File: config.mk
export PLATFORM = sky130hd
export DESIGN_NAME = vn_div_step
export DESIGN_NICKNAME = d
export VERILOG_FILES = /design/src/rtl/vn_pkg.sv /design/src/rtl/vn_div_step.sv
export SDC_FILE = /design/constraint.sdc
export NUM_CORES = 1
export LEC_CHECK = 0
export ABC_AREA = 1
export BUFFER_PORTS_ARGS = -buffer_cell sky130_fd_sc_hd__buf_2
export CAP_MARGIN = 20
export CORE_MARGIN = 10
export CORE_UTILIZATION = 34
export DETAILED_ROUTE_END_ITERATION = 10
export GPL_TIMING_DRIVEN = 0
export SLEW_MARGIN = 20
export SYNTH_ARGS = -nofsm -noshare
export SYNTH_HDL_FRONTEND = slang
export SYNTH_SLANG_ARGS = --single-unit
File: constraint.sdc
create_clock -name clk -period 0.9 [get_ports clk]
set_input_delay 0.045 -clock clk [delete_from_list [all_inputs] [get_ports clk]]
set_output_delay 0.045 -clock clk [all_outputs]
set_load 0.1 [all_outputs]
File: src/rtl/vn_pkg.sv
// vn_pkg: shared constants for the vector normalizer
// no dependencies
`default_nettype none

package vn_pkg;

    localparam int COMP_WIDTH_DEF = 32;
    localparam int UNIT_FRAC      = 30;
    localparam int OUT_WIDTH      = 32;
    localparam int QUOT_WIDTH     = UNIT_FRAC + 1;
    localparam int LANES          = 3;

endpackage

`default_nettype wire

File: src/rtl/vn_div_step.sv
// vn_div_step: one quotient bit of three restoring dividers, registered
// depends on vn_pkg
`default_nettype none

module vn_div_step
    import vn_pkg::*;
#(
    parameter int COMPONENT_WIDTH = COMP_WIDTH_DEF
) (
    input  wire logic                                  clk,
    input  wire logic                                  rst_n,
    input  wire logic                                  en,
    input  wire logic                                  v_in,
    input  wire logic [COMPONENT_WIDTH-1:0]            div_in,
    input  wire logic [LANES-1:0][COMPONENT_WIDTH-1:0] rem_in,
    input  wire logic [LANES-1:0][QUOT_WIDTH-1:0]      quot_in,
    input  wire logic [LANES-1:0]                      neg_in,
    input  wire logic                                  deg_in,
    output logic                                       v_out,
    output logic [COMPONENT_WIDTH-1:0]                 div_out,
    output logic [LANES-1:0][COMPONENT_WIDTH-1:0]      rem_out,
    output logic [LANES-1:0][QUOT_WIDTH-1:0]           quot_out,
    output logic [LANES-1:0]                           neg_out,
    output logic                                       deg_out
);

    localparam int W = COMPONENT_WIDTH;

    logic                           v_reg;
    logic [W-1:0]                   div_reg;
    logic [LANES-1:0][W-1:0]        rem_reg;
    logic [LANES-1:0][QUOT_WIDTH-1:0] quot_reg;
    logic [LANES-1:0]               neg_reg;
    logic                           deg_reg;
    logic [LANES-1:0][W:0]          shifted;
    logic [LANES-1:0]               ge;
    logic [LANES-1:0][W:0]          diff;

    always_comb
    begin
        for (int k = 0; k < LANES; k++)
        begin
            shifted[k] = {rem_in[k], 1'b0};
            ge[k]      = (shifted[k] >= {1'b0, div_in});
            diff[k]    = ge[k] ? (shifted[k] - {1'b0, div_in}) : shifted[k];
        end
    end

    always_ff @(posedge clk or negedge rst_n)
    begin
        if (!rst_n)
        begin
            v_reg <= 1'b0;
        end
        else if (en)
        begin
            v_reg <= v_in;
        end
    end

    always_ff @(posedge clk)
    begin
        if (en)
        begin
            for (int k = 0; k < LANES; k++)
            begin
                rem_reg[k]  <= diff[k][W-1:0];
                quot_reg[k] <= {quot_in[k][QUOT_WIDTH-2:0], ge[k]};
            end
            div_reg <= div_in;
            neg_reg <= neg_in;
            deg_reg <= deg_in;
        end
    end

    assign v_out    = v_reg;
    assign div_out  = div_reg;
    assign rem_out  = rem_reg;
    assign quot_out = quot_reg;
    assign neg_out  = neg_reg;
    assign deg_out  = deg_reg;

endmodule

`default_nettype wire

==> results.md <==
* Routed vias/inst at 4.81
* Violated checks: hold timing, setup timing
* Fmax at 623 MHz
* Post-synthesis cell count at 2107
* Clk_skew at 0 ns
* IO Port Bufs at 451
* PnR worst setup slack at -0.704 ns
* Synth warn at 0
* Vias in the first global route at 17670
* Initial Util at 34.5%
* Final Setup Violations at 326
* CTS Buf Count at 26
* Die Y at 234 µm
* Final hold viol count at 40
* Max Cap Viol at 0
* Share of layout cells above drive strength 1 at 41.9%
* DR pass1 iterations at 5
* CTS tree: done
* Total track usage at 25.6%
* Unrepaired setup endpoints after global routing: yes
* Seq/Total Area, Yosys at 43.4%
* Buf/Inv on CP at 6
* Final ANT Viol Nets at 0
* Place WS at -1.60 ns
* Crit path kind: in2reg
* Root buf cell: clkbuf_16
* First DRT Iteration DRCs at 1150
* Internal Power at 26.6 mW
* Peak supply drop at 0.00146 V
* Fin Setup TNS at -128.51 ns
* Outcome: complete, but fails checks
* H-tree Lvls at 1
* Max stage delay on crit path at 0.26 ns
* Worst hold path type: in2reg
* Core Rows at 78
* Worst-path cell chain: buf_2, clkinvlp_4, buf_12, ha_4, nand2_4, nor2_4, buf_4, buf_4, buf_4, and2_1, and2_1, nand2_1, nand3b_1, nand3_1, nand2_2
* Slew Limit Headroom at 62.5%
* Clock Pin Slew Worst Setup and Hold Paths at 0.07 ns
* Worst Path Max Fanout at 3
* Syn nets at 2435
* Clock sinks at 226
* Arr. time, crit path at 1.92 ns
* Die ar. at 0.0550 mm²
* FF+latch count, synth at 226
* Period utilisation layout at 178%
* Via count at 17356
* Post-route cell area at 0.0286 mm²
* DRC at 0
* Wire per inst at 20.9 µm
* GP Congestion at 0.956
* Comb pwr share at 49.3%
* Pwr Density at 1670 mW/mm²
* # IOs at 455
* Core region area at 0.0454 mm²
* Detailed placement HPWL at 52.5 mm
* Clk pwr share at 22.1%
* GRT overflow at 0
* Area after DPL at 0.0188 mm²
* Reg power frac at 28.6%
* Min Hold Slack at -0.112 ns
* Synth Cell Area at 0.0156 mm²
* CP required at 1.22 ns
* Fillcell total at 3643
* # nets final at 3310
* Cell repeated most along the worst path: buf_4
* Initial antenna violation count at 12
* Worst-Margin Slew at 0.562 ns
* Post-layout util at 63.1%
* Die W at 234 µm
* Worst-skew pair later-pin latency at 0.56 ns
* Max Buffers Root-to-Sink at 3
* Largest net degree at the start of global routing at 94
* Tmin final at 1.60 ns
* Top delay family on crit path: simple AND/OR/NAND/NOR gates
* Leakage at 13.6 nW
* DRT Wirelength at 75.4 mm
* NetSw at 21.2 mW
* Synth unique cells at 27
* Switching share of power at 44.3%
* Worst setup EP type: register
* First-pass GRT wire length at 107 mm
* Slew Limit Fails at 0
* Worst setup SP type: primary input
* Area Overhead vs Synth at 83.0%
* Avg Cell Area, Syn at 7.42 µm²
* Slowest CP cell: ha_4
[cell usage after synthesis]
| cell | count | share of area [%] |
|---|---|---|
| nand2_1 | 894 | 21 |
| nand4_1 | 7 | 0.28 |
| buf_6 | 9 | 0.65 |
| xor2_1 | 39 | 2.2 |
| buf_4 | 6 | 0.29 |
| fa_1 | 3 | 0.38 |
| nand3b_1 | 31 | 1.5 |
| and2_1 | 24 | 0.96 |
| mux2_2 | 1 | 0.072 |
| o21ai_0 | 5 | 0.16 |
| nand2_2 | 10 | 0.40 |
| ha_1 | 96 | 7.7 |
| nand3_1 | 136 | 4.4 |
| buf_2 | 10 | 0.32 |
| nor2_2 | 7 | 0.28 |
| nor2_1 | 120 | 2.9 |
| nand3_2 | 3 | 0.19 |
| o21bai_1 | 2 | 0.096 |
| inv_1 | 379 | 9.1 |
| a21oi_1 | 62 | 2.0 |
| inv_2 | 4 | 0.096 |
| edfxtp_1 | 225 | 43 |
| nand2_4 | 3 | 0.22 |
| nor3_1 | 23 | 0.74 |
| a21o_1 | 4 | 0.19 |
| dfrtp_1 | 1 | 0.16 |
| xnor2_1 | 3 | 0.17 |
[state kept, by name, summed over array words and instances (netlist names)]
register / cells
neg_out: 3
v_out: 1
rem_out: 96
deg_out: 1
div_out: 32
quot_out: 93
[placed cells by master, fill, tap and decap left out, types with 4 or more instances in the layout]
cell type / count
nand2_4: 81
and2_1: 24
a21o_1: 4
buf_12: 36
nand2_1: 616
nor2_2: 29
nand2_2: 206
nor3_1: 12
inv_1: 333
nor3_2: 6
buf_2: 200
nand2_8: 4
inv_2: 16
clkinvlp_4: 32
xor2_1: 39
a21oi_2: 9
clkbuf_16: 28
nand3b_1: 31
clkinv_4: 7
clkinv_1: 5
buf_8: 18
nor2_1: 64
buf_6: 263
edfxtp_1: 225
nand3_2: 38
diode_2: 7
ha_1: 4
buf_16: 11
a21oi_1: 52
nor3_4: 5
nand4_1: 7
ha_4: 91
dlygate4sd3_1: 222
nand3_1: 92
nand3_4: 9
buf_4: 121
nor2_4: 34
[metal layers]
layer	wire, µm	GRT usage (%)	part of all wire, %
met5	46	0	0.061
met4	2870	9.31	3.8
met3	6120	5.69	8.1
met1	28800	29.5	38
met2	37500	45.8	50
[through the flow]
stage          total power [mW]  instances
5_1_grt                    49.7       3604
3_5_place_dp               30.5       3160
6_report                   47.8       3609
3_3_place_gp               30.4       3158
2_1_floorplan              26.5       2107
4_1_cts                    46.7       3584
[area by class of cell]
class                      instances  area [µm²]  share of cell area [%]
tap                              600         751                    2.62
clock buffer                      30         687                    2.40
inverter                         383        1580                    5.53
buffer                            18         260                   0.910
multi-input combinational       1473       10200                    35.8
timing repair buffer             854        8150                    28.5
sequential                       226        6780                    23.7
antenna                            7        17.5                  0.0612
clock inverter                    18         145                   0.507
[path summary, 6_finish.rpt]
check,end,slack (ns),from,cells past startpoint
worst max-delay path,rem_out[60],-0.70,div_in[17],15
worst min-delay path,quot_out[19],-0.11,en,1
worst max register to register,v_out,-0.06,v_out,2
worst min register to register,v_out,0.73,v_out,2
max in group asynchronous,v_out,0.45,rst_n,3
min in group asynchronous,v_out,0.35,rst_n,3
[logic make-up (layout without fill, tap and decap cells)]
kind of cell / Yosys count / count (layout) / share of synthesized area [%]
and+or+nand+nor: 1258 / 1258 / 33.3
buffers and inverters: 408 / 1303 / 10.5
DFF: 226 / 226 / 43.4
adders and majority gates: 99 / 99 / 8.07
AOI/OAI and AO/OA: 73 / 73 / 2.43
xor gates and xnor gates: 42 / 42 / 2.35
muxes: 1 / 1 / 0.0720
other: 0 / 7 / 0
[power by group through the flow]
stage / Combinational, mW / Clock (mW) / Sequential [mW]
3_3_place_gp: 16.9 / 0 / 13.6
2_1_floorplan: 4.72 / 0 / 21.8
6_report: 23.6 / 10.6 / 13.7
5_1_grt: 24.7 / 11.2 / 13.8
3_5_place_dp: 16.9 / 0 / 13.5
4_1_cts: 22.4 / 10.7 / 13.6
[repair_timing]
| action | 4_1_cts | 5_1_grt |
|---|---|---|
| hold endpoints to repair | 261 | 41 |
| hold buffers | 221 | 1 |
| endpoints found under the setup margin | 325 | 326 |
| cloned | 13 | 1 |
| pin swaps | 91 | 131 |
| setup buffers | 146 | 25 |
| gates resized for setup | 978 | 277 |
Note: power is estimated with default switching activity, not from simulation.
