==> config.mk <==
export PLATFORM = sky130hd
export DESIGN_NAME = vn_sqrt_step
export DESIGN_NICKNAME = d
export VERILOG_FILES = /design/src/rtl/vn_pkg.sv /design/src/rtl/vn_sqrt_step.sv
export SDC_FILE = /design/constraint.sdc
export NUM_CORES = 1
export LEC_CHECK = 0
export BUFFER_PORTS_ARGS = -buffer_cell sky130_fd_sc_hd__buf_2
export CORE_MARGIN = 2
export CORE_UTILIZATION = 45
export DETAILED_ROUTE_END_ITERATION = 16
export PLACE_DENSITY = 0.74
export SYNTH_ARGS = -nofsm -noshare
export SYNTH_HDL_FRONTEND = slang
export SYNTH_SLANG_ARGS = --single-unit
==> constraint.sdc <==
create_clock -name clk -period 1.4 [get_ports clk]
set_clock_uncertainty 0.05 [all_clocks]
set_input_delay 0.21 -clock clk [delete_from_list [all_inputs] [get_ports clk]]
set_output_delay 0.21 -clock clk [all_outputs]
set_load 0.02 [all_outputs]
==> src/rtl/vn_pkg.sv <==
// vn_pkg: shared constants for the vector normalizer
// no dependencies
`default_nettype none

package vn_pkg;

    localparam int COMP_WIDTH_DEF = 32;
    localparam int UNIT_FRAC      = 30;
    localparam int OUT_WIDTH      = 32;
    localparam int QUOT_WIDTH     = UNIT_FRAC + 1;
    localparam int LANES          = 3;

endpackage

`default_nettype wire

==> src/rtl/vn_sqrt_step.sv <==
// vn_sqrt_step: one root bit of the restoring square root, registered
// depends on vn_pkg
`default_nettype none

module vn_sqrt_step
    import vn_pkg::*;
#(
    parameter int COMPONENT_WIDTH = COMP_WIDTH_DEF,
    parameter int SIDE_WIDTH      = 1
) (
    input  wire logic                         clk,
    input  wire logic                         rst_n,
    input  wire logic                         en,
    input  wire logic                         v_in,
    input  wire logic [2*COMPONENT_WIDTH-1:0] sum_in,
    input  wire logic [COMPONENT_WIDTH+1:0]   rem_in,
    input  wire logic [COMPONENT_WIDTH-1:0]   root_in,
    input  wire logic [SIDE_WIDTH-1:0]        side_in,
    output logic                              v_out,
    output logic [2*COMPONENT_WIDTH-1:0]      sum_out,
    output logic [COMPONENT_WIDTH+1:0]        rem_out,
    output logic [COMPONENT_WIDTH-1:0]        root_out,
    output logic [SIDE_WIDTH-1:0]             side_out
);

    localparam int W = COMPONENT_WIDTH;

    logic           v_reg;
    logic [2*W-1:0] sum_reg;
    logic [W+1:0]   rem_reg;
    logic [W-1:0]   root_reg;
    logic [SIDE_WIDTH-1:0] side_reg;
    logic [W+3:0]   cand;
    logic [W+3:0]   trial;
    logic           ge;
    logic [W+3:0]   diff;

    always_comb
    begin
        cand  = {rem_in, sum_in[2*W-1:2*W-2]};
        trial = {2'b00, root_in, 2'b01};
        ge    = (cand >= trial);
        diff  = ge ? (cand - trial) : cand;
    end

    always_ff @(posedge clk or negedge rst_n)
    begin
        if (!rst_n)
        begin
            v_reg <= 1'b0;
        end
        else if (en)
        begin
            v_reg <= v_in;
        end
    end

    always_ff @(posedge clk)
    begin
        if (en)
        begin
            sum_reg  <= {sum_in[2*W-3:0], 2'b00};
            rem_reg  <= diff[W+1:0];
            root_reg <= {root_in[W-2:0], ge};
            side_reg <= side_in;
        end
    end

    assign v_out    = v_reg;
    assign sum_out  = sum_reg;
    assign rem_out  = rem_reg;
    assign root_out = root_reg;
    assign side_out = side_reg;

endmodule

`default_nettype wire

==> impl_results.md, run 1 <==
* Main synth FF type: edfxtp_1
* YS warnings at 0
* Average cell area after synthesis at 12.5 um^2
* RR Endpoint: v_out
* Peak VDD IR at 645 uV
* Drt pass-1 iters at 5
* # H-tree levels at 4
* Share of cells above drive strength 1 at 0.577
* Reg area at just under 4000 um^2
* Via Count at 7193
* Worst reg-to-reg setup slack at between 0.5 and 0.6 ns
* PD cells at between 1000 and 1500 nW/um^2
* Leak at roughly 5.2 nW
* Reg2reg path depth at 1
* Multi-input gate area at slightly above 3000 um^2
* Maximum clock insertion buffer count at 2
* Final setup fails at 35
* Hold WC Path Type: in -> reg
* Met2 Use GR at 0.598
* Most frequent cells in the layout: buf_2 (240), buf_4 (144), edfxtp_1 (129)
* Placed insts at about 1100
* Final setup TNS at -34.53 ns
* IO Pins at 267
* CP Max Fanout at 7
* Top Usage Layer GRT: met2
* Fin util at 0.858
* Detail Placement HPWL at about 15000 um
* RSZ-0062 raised after global routing: true
* Num CTS Buffers at 17
* Crit path max-delay family: compound AO/OA/AOI/OAI gates
* Clock Sinks at 130
* Nets at 1206
* Arrival time at the worst endpoint at 2.61 ns
* Fmax at around 0.4 GHz
* Setup WS pre-CTS at -1.45 ns
* CP Cell Sequence: buf_2 -> ha_4 -> a21o_1 -> a221oi_2 -> o31a_1 -> o221ai_2 -> a211oi_2 -> o21a_4 -> clkinv_4 -> mux2_4
* Die W at ~120 um
* Worst EP required at ~1.5 ns
* Vias in the first global route at about 6900
* Startpoint class of the critical path: primary input
* WL per Instance at approximately 25 um
* Status: finished with violations
* Height of the die at 123 um
* Worst-skew pair later-pin latency at about 0.44 ns
* Netlist cell types at 64
* Starting Density at 0.460
* Via density at ~5.8
* Synthesized instance count at just over 500
* Synth async-reset ratio at 0.00769
* Tmin final at about 2.5 ns
* Final Hold Vio Count at 1
* Clk root buf: clkbuf_16
* Core Region at between 10000 and 15000 um^2
* Initial DRC count at just under 900
* # fillers at approximately 620
* Wirelength, routed at a little over 30000 um
* Final worst slack at -1.08 ns
* Hold Path Origin: rem_in[3]
* Crit path buf inv count at 2
* Maxcap violations at 0
* # rows at 43
* Fin. max-slew vios at 0
* DRC Markers at 0
* Post-synth EDFFs at ~130
* Post-synthesis sequential area ratio at 0.611
* CTS tree: built
* Worst path slowest cell: a221oi_2
* Hold depth at 3
* Fin crit share at 1.77
* Initial antenna violation count at 3
* GRT overflow at 0
* Hold_ws at -0.00230 ns
* Grt met3 use at 0.0936
* Final cell count without fillers at around 1200
* Critical Path End Type: flop
* Most common cell after layout, fill and taps aside: buf_2
* Critical path type: in -> reg
* CTS clk-pin slew, worst paths at about 0.07 ns
* Gpl congestion at between 0.9 and 1
* Global-route met1 utilization at 0.362
* Total track usage at 0.340
* Max incr delay on CP at about 0.39 ns
* P&R area growth vs syn at 86.7%
* Failing checks: hold timing, setup timing
* Final ANT Viol Nets at 0
* IO Port Bufs at 264
* FF+latch count, synth at 130
* Worst Hold End: rem_out[5]
* Die Area at about 15000 um^2
* Largest net degree at the start of global routing at 31
* First-pass GRT wire length at around 38000 um
* RR Startpoint: v_out
* Mapped cell area at 6380 um^2
-- layer usage --
layer,vias to the layer above,wire length [um]
li1,2955,-
met5,-,0
met1,3362,10200
met4,0,2530
met3,219,3320
met2,657,14800
-- report_power, final --
part	internal, W	switching (W)
Combinational	0.00192	0.00228
Clock	0.00245	0.00196
Sequential	0.00476	0.000160
-- tightest hold or removal path, cell delays in order --
cell and delay (ns):
buf_8 0.08, nand2_2 0.04, o21ai_2 0.05
-- cell usage after synthesis, drive strengths merged (6+ instances only) --
master	instances	area share
nand4	7	0.0078
ha	34	0.067
nor3	10	0.0078
o21ai	46	0.037
clkbuf	7	0.0061
xor2	13	0.018
buf	9	0.0088
xnor2	14	0.019
nor2	18	0.011
inv	42	0.025
edfxtp	129	0.61
nand3	6	0.0047
nand2	58	0.034
a21oi	28	0.022
a21o	20	0.024
-- layout make-up --
cell class / count / area share
repair buffers: 523 / 0.331
flip-flops and latches: 130 / 0.327
multi-input cells: 322 / 0.257
clock buffers: 17 / 0.0357
well taps: 180 / 0.0189
inverters: 43 / 0.0180
clock inverters: 15 / 0.0112
diodes: 3 / 0.000630
-- flip-flops by register name (all words and copies together), names as in the netlist --
| signal | flops |
|---|---|
| rem_out | 34 |
| side_out | 1 |
| v_out | 1 |
| sum_out | 62 |
| root_out | 32 |
-- worst max path at each step --
stage,to,cells past startpoint,startpoint,slack [ns]
final,rem_out[27],10,rem_in[17],-1.08
after global routing,rem_out[27],10,rem_in[17],-1.03
after CTS,rem_out[33],12,root_in[9],-0.78
after detailed placement,rem_out[21],11,root_in[3],-1.45
after global placement,rem_out[21],11,root_in[3],-1.39
after floorplan,rem_out[27],10,root_in[9],-0.96
-- stage by stage --
stage               hold WS (ns)  power, W  area, um^2
floorplan                 -0.136   0.00660        6760
global placement         -0.0566   0.00781        9110
detailed placement       -0.0564   0.00789        9110
CTS                       0.0120    0.0127       11400
global route             0.00507    0.0138       11900
finish                  -0.00230    0.0135       11900
-- cell families after synthesis --
| group | share of synthesized area |
|---|---|
| and+or+nand+nor | 0.0878 |
| AOI/OAI and AO/OA | 0.146 |
| xor gates and xnor gates | 0.0371 |
| other | 0.000588 |
| DFF | 0.611 |
| muxes | 0.0104 |
| adders and majority gates | 0.0667 |
| buffers and inverters | 0.0404 |
-- repair_timing --
| action | 4_1_cts | 5_1_grt |
|---|---|---|
| cloned | 3 | 3 |
| setup endpoints to repair | 35 | 35 |
| gates resized for setup | 104 | 76 |
| hold buffers | 95 | 0 |
| setup buffers | 30 | 11 |
| hold endpoints to repair | 95 | 0 |
| pin swaps | 60 | 46 |
No activity file was read; power rests on OpenSTA's default activity.
==> run 2: changes to the inputs <==
--- a/config.mk
+++ b/config.mk
@@ -6,10 +6,10 @@
 export NUM_CORES = 1
 export LEC_CHECK = 0
 export BUFFER_PORTS_ARGS = -buffer_cell sky130_fd_sc_hd__buf_2
-export CORE_MARGIN = 2
-export CORE_UTILIZATION = 45
+export CORE_UTILIZATION = 52
 export DETAILED_ROUTE_END_ITERATION = 16
-export PLACE_DENSITY = 0.74
+export PLACE_DENSITY = 0.84
+export REMOVE_ABC_BUFFERS = 1
 export SYNTH_ARGS = -nofsm -noshare
 export SYNTH_HDL_FRONTEND = slang
 export SYNTH_SLANG_ARGS = --single-unit
==> impl_results.md, run 2 <==
* Total track usage at 0.986
* Detail Placement HPWL at 14500 um (was 14600 um)
* Top post-synthesis cells by count: edfxtp_1 (129), nand2_1 (58), inv_1 (42) (unchanged)
* Count leader, synth: edfxtp_1 (unchanged)
* Status: did not finish (was finished with violations)
* Gpl congestion at 0.950 (was 0.929)
* Maximum clock insertion buffer count at 2 (unchanged)
* Post-Synth XOR/XNOR Area at 0.0371 (unchanged)
* Mapped cell area at 6380 um^2 (unchanged)
* Netlist cell types at 64 (unchanged)
* Yosys top cell area share at 0.607 (unchanged)
* Starting Density at 0.533 (was 0.460)
* Clk root buf: clkbuf_16 (unchanged)
* Placed insts at 1021 (was 1057)
* Fail Step: global routing
* YS warnings at 0 (unchanged)
* Die W at 113 um (was 123 um)
* Post-Synth Simple-Gate Area at 0.0878 (unchanged)
* Clock Sinks at 130 (unchanged)
* Crit. endpoint post-GRT repair: rem_out[27]$_DFFE_PP_/D
* Setup WS pre-CTS at -1.39 ns (was -1.45 ns)
* Mux contribution to synthesized area at 0.0104 (unchanged)
* Compound-Gate Fraction of Synth Area at 0.146 (unchanged)
* Area leader, netlist: edfxtp_1 (unchanged)
* # H-tree levels at 4 (unchanged)
* Post-synthesis sequential area ratio at 0.611 (unchanged)
* Height of the die at 113 um (was 123 um)
* FF+latch count, synth at 130 (unchanged)
* Num CTS Buffers at 17 (unchanged)
* Main synth FF type: edfxtp_1 (unchanged)
* Largest cells by area after synthesis: edfxtp_1 (61%), ha_1 (6.7%), nand2_1 (3.4%) (unchanged)
* IO Port Bufs at 264 (unchanged)
* Largest family of logic cells by synthesized area: compound AO/OA/AOI/OAI gates (unchanged)
* Post-Synth Adder-Cell Area at 0.0667 (unchanged)
* Kind of the worst endpoint: register input
* Error Message: [ERROR GRT-0232] Routing congestion too high. Check the congestion heatmap in the GUI.
* Synthesized instance count at 510 (unchanged)
* Post-synth EDFFs at 129 (unchanged)
* Largest net degree at the start of global routing at 29
* # rows at 40 (was 43)
* Average cell area after synthesis at 12.5 um^2 (unchanged)
* Synth async-reset ratio at 0.00769 (unchanged)
* IO Pins at 267 (unchanged)
* GRT overflow at 901
-- run 2: cell counts after synthesis --
No cell type changed its count.
-- run 2: cell families after synthesis --
| kind of cell | after synthesis |
|---|---|
| xor gates and xnor gates | 27 |
| other | 1 |
| AOI/OAI and AO/OA | 133 |
| adders and majority gates | 34 |
| buffers and inverters | 59 |
| DFF | 130 |
| and+or+nand+nor | 120 |
| muxes | 6 |
-- run 2: repair_timing --
item | in CTS
setup endpoints to repair | 35
hold buffers | 96
buffers inserted | 22
pin swaps | 55
cloned | 5
gates resized for setup | 141
hold endpoints to repair | 96
-- run 2: metal layers --
layer  overflow  track usage
met1         12        0.880
met2        620         1.24
met3         10        0.774
met4        257         1.19
met5          2        0.369
-- run 2: stage by stage --
stage                     area, um^2   util  setup TNS, ns
after CTS                      11200  0.939         -23.53
after detailed placement        8740  0.731         -43.32
after global placement          8740  0.731         -40.80
after floorplan                 6290      -         -63.06
==> run 3: changes to the inputs <==
--- a/config.mk
+++ b/config.mk
@@ -6,9 +6,9 @@
 export NUM_CORES = 1
 export LEC_CHECK = 0
 export BUFFER_PORTS_ARGS = -buffer_cell sky130_fd_sc_hd__buf_2
-export CORE_UTILIZATION = 52
+export CORE_UTILIZATION = 37
 export DETAILED_ROUTE_END_ITERATION = 16
-export PLACE_DENSITY = 0.84
+export PLACE_DENSITY_LB_ADDON = 0.15
 export REMOVE_ABC_BUFFERS = 1
 export SYNTH_ARGS = -nofsm -noshare
 export SYNTH_HDL_FRONTEND = slang
==> impl_results.md, run 3 (synthesized netlist as in run 1, its figures left out) <==
* Status: finished with violations (was did not finish)
* Failing checks: setup timing
* Hold_ws at roughly 0.011 ns
* # fillers at between 1000 and 1500
* Share of cells above drive strength 1 at 0.557
* Arrival time at the worst endpoint at approximately 2.3 ns
* CTS tree: built
* Fin. max-slew vios at 0
* Dpl cell area at 8850 um^2 (was 8740 um^2)
* Num CTS Buffers at 17 (unchanged)
* Critical Path End Type: flop
* Finished Cell Area at around 12000 um^2
* # rows at 47 (was 40)
* Clk root buf: clkbuf_16 (unchanged)
* Via density at around 4.8
* IO Port Bufs at 264 (unchanged)
* Final cell count without fillers at 1260
* Maxcap violations at 0
* GRT overflow at 0
* Final ANT Viol Nets at 0
* Final worst slack at -0.820 ns
* First-pass GRT wire length at ~33000 um
* Max reg flops at between 60 and 70
* Final setup TNS at -23.48 ns
* Nets at 1196
* CP Max Fanout at 4
* Via Count at around 6000
* Maximum clock insertion buffer count at 2 (unchanged)
* Core Region at about 17000 um^2
* Die Area at around 18000 um^2
* Tmin final at 2.22 ns
* P&R area growth vs syn at 83.6%
* Worst EP required at between 1.5 and 2 ns
* Final Hold Vio Count at 0
* Fin crit share at 1.59
* CTS clk-pin slew, worst paths at 0.06 ns
* Largest net degree at the start of global routing at 41
* Final setup fails at 35
* Most frequent cells in the layout: buf_2 (241), buf_4 (137), edfxtp_1 (129)
* WL per Instance at between 15 and 20 um
* Hold WC Path Type: in -> reg
* # H-tree levels at 4 (unchanged)
* RSZ-0062 raised after global routing: true
* DRC Markers at 0
* Most common cell after layout, fill and taps aside: buf_2
* Die W at 133 um (was 113 um)
* Gpl congestion at 0.868 (was 0.950)
* Initial DRC count at 243
* Initial antenna violation count at 0
* # diodes at 0
* Drt pass-1 iters at 4
* Leak at between 5 and 6 nW
* Fin util at 0.702
* Vias in the first global route at about 6400
* Height of the die at 133 um (was 113 um)
* Fmax at between 0.4 and 0.5 GHz
* IO Pins at 267 (unchanged)
* Total track usage at 0.242
* Placed insts at 1102 (was 1021)
* PD cells at around 1100 nW/um^2
* Clock Sinks at 130 (unchanged)
* Critical path type: in -> reg
* Detail Placement HPWL at 13800 um (was 14500 um)
* Peak VDD IR at roughly 870 uV
* Wirelength, routed at between 20000 and 25000 um
* Startpoint class of the critical path: primary input
* Worst-skew pair later-pin latency at approximately 0.42 ns
* Starting Density at 0.382 (was 0.533)
==> run 3: worst paths after layout <==
| kind | from | endpoint | slack, ns | cells after the start |
|---|---|---|---|---|
| hold / removal | root_in[19] | root_out[20] | 0.01 | 2 |
| setup reg to reg | v_out | v_out | 0.62 | 1 |
| setup / recovery | rem_in[9] | rem_out[33] | -0.82 | 9 |
| max in group asynchronous | rst_n | v_out | 1.17 | 2 |
| hold reg to reg | v_out | v_out | 0.45 | 1 |
| min in group asynchronous | rst_n | v_out | 0.04 | 2 |
==> run 3: repair_timing <==
action                                 4_1_cts  5_1_grt
setup endpoints to repair                   35       35
pin swaps                                   52       44
gates resized for setup                    106      125
gates cloned                                 6        2
setup buffers                               15       13
endpoints found under the hold margin       93        0
hold buffers                                93        0
==> run 3: layer usage <==
layer / wire (um) / part of all wire / global-route usage
met5: 0 / 0 / 0
met4: 378 / 0.017 / 0.0928
met3: 1270 / 0.058 / 0.0533
met2: 11500 / 0.52 / 0.427
met1: 8850 / 0.40 / 0.285
==> run 3: power breakdown <==
| group | leakage (nW) | switching (W) | internal (W) |
|---|---|---|---|
| combinational | 3.64 | 0.00192 | 0.00179 |
| sequential | 1.27 | 0.000101 | 0.00476 |
| clock | 0.289 | 0.00182 | 0.00283 |
==> run 3: metrics by stage <==
step                worst slack (ns)  total power, W
global route                  -0.884          0.0137
detailed placement             -1.37         0.00771
finish                        -0.820          0.0132
global placement               -1.29         0.00767
floorplan                      -2.09         0.00638
CTS                           -0.777          0.0129
==> run 3: worst max-delay path, cell delays in order <==
cell	delay (ns)
buf_8	0.10
ha_4	0.25
a21o_1	0.20
a31o_1	0.22
a211oi_4	0.34
a2111oi_4	0.15
o41ai_4	0.46
and4b_1	0.33
o41ai_4	0.07
==> run 3: area by class of cell <==
class | count | area (um^2) | area share
clock buffer | 18 | 429 | 0.0366
clock inverter | 14 | 181 | 0.0155
inverter | 43 | 189 | 0.0161
tap | 220 | 275 | 0.0235
multi-input combinational | 322 | 2920 | 0.249
sequential | 130 | 3900 | 0.333
timing repair buffer | 513 | 3830 | 0.327
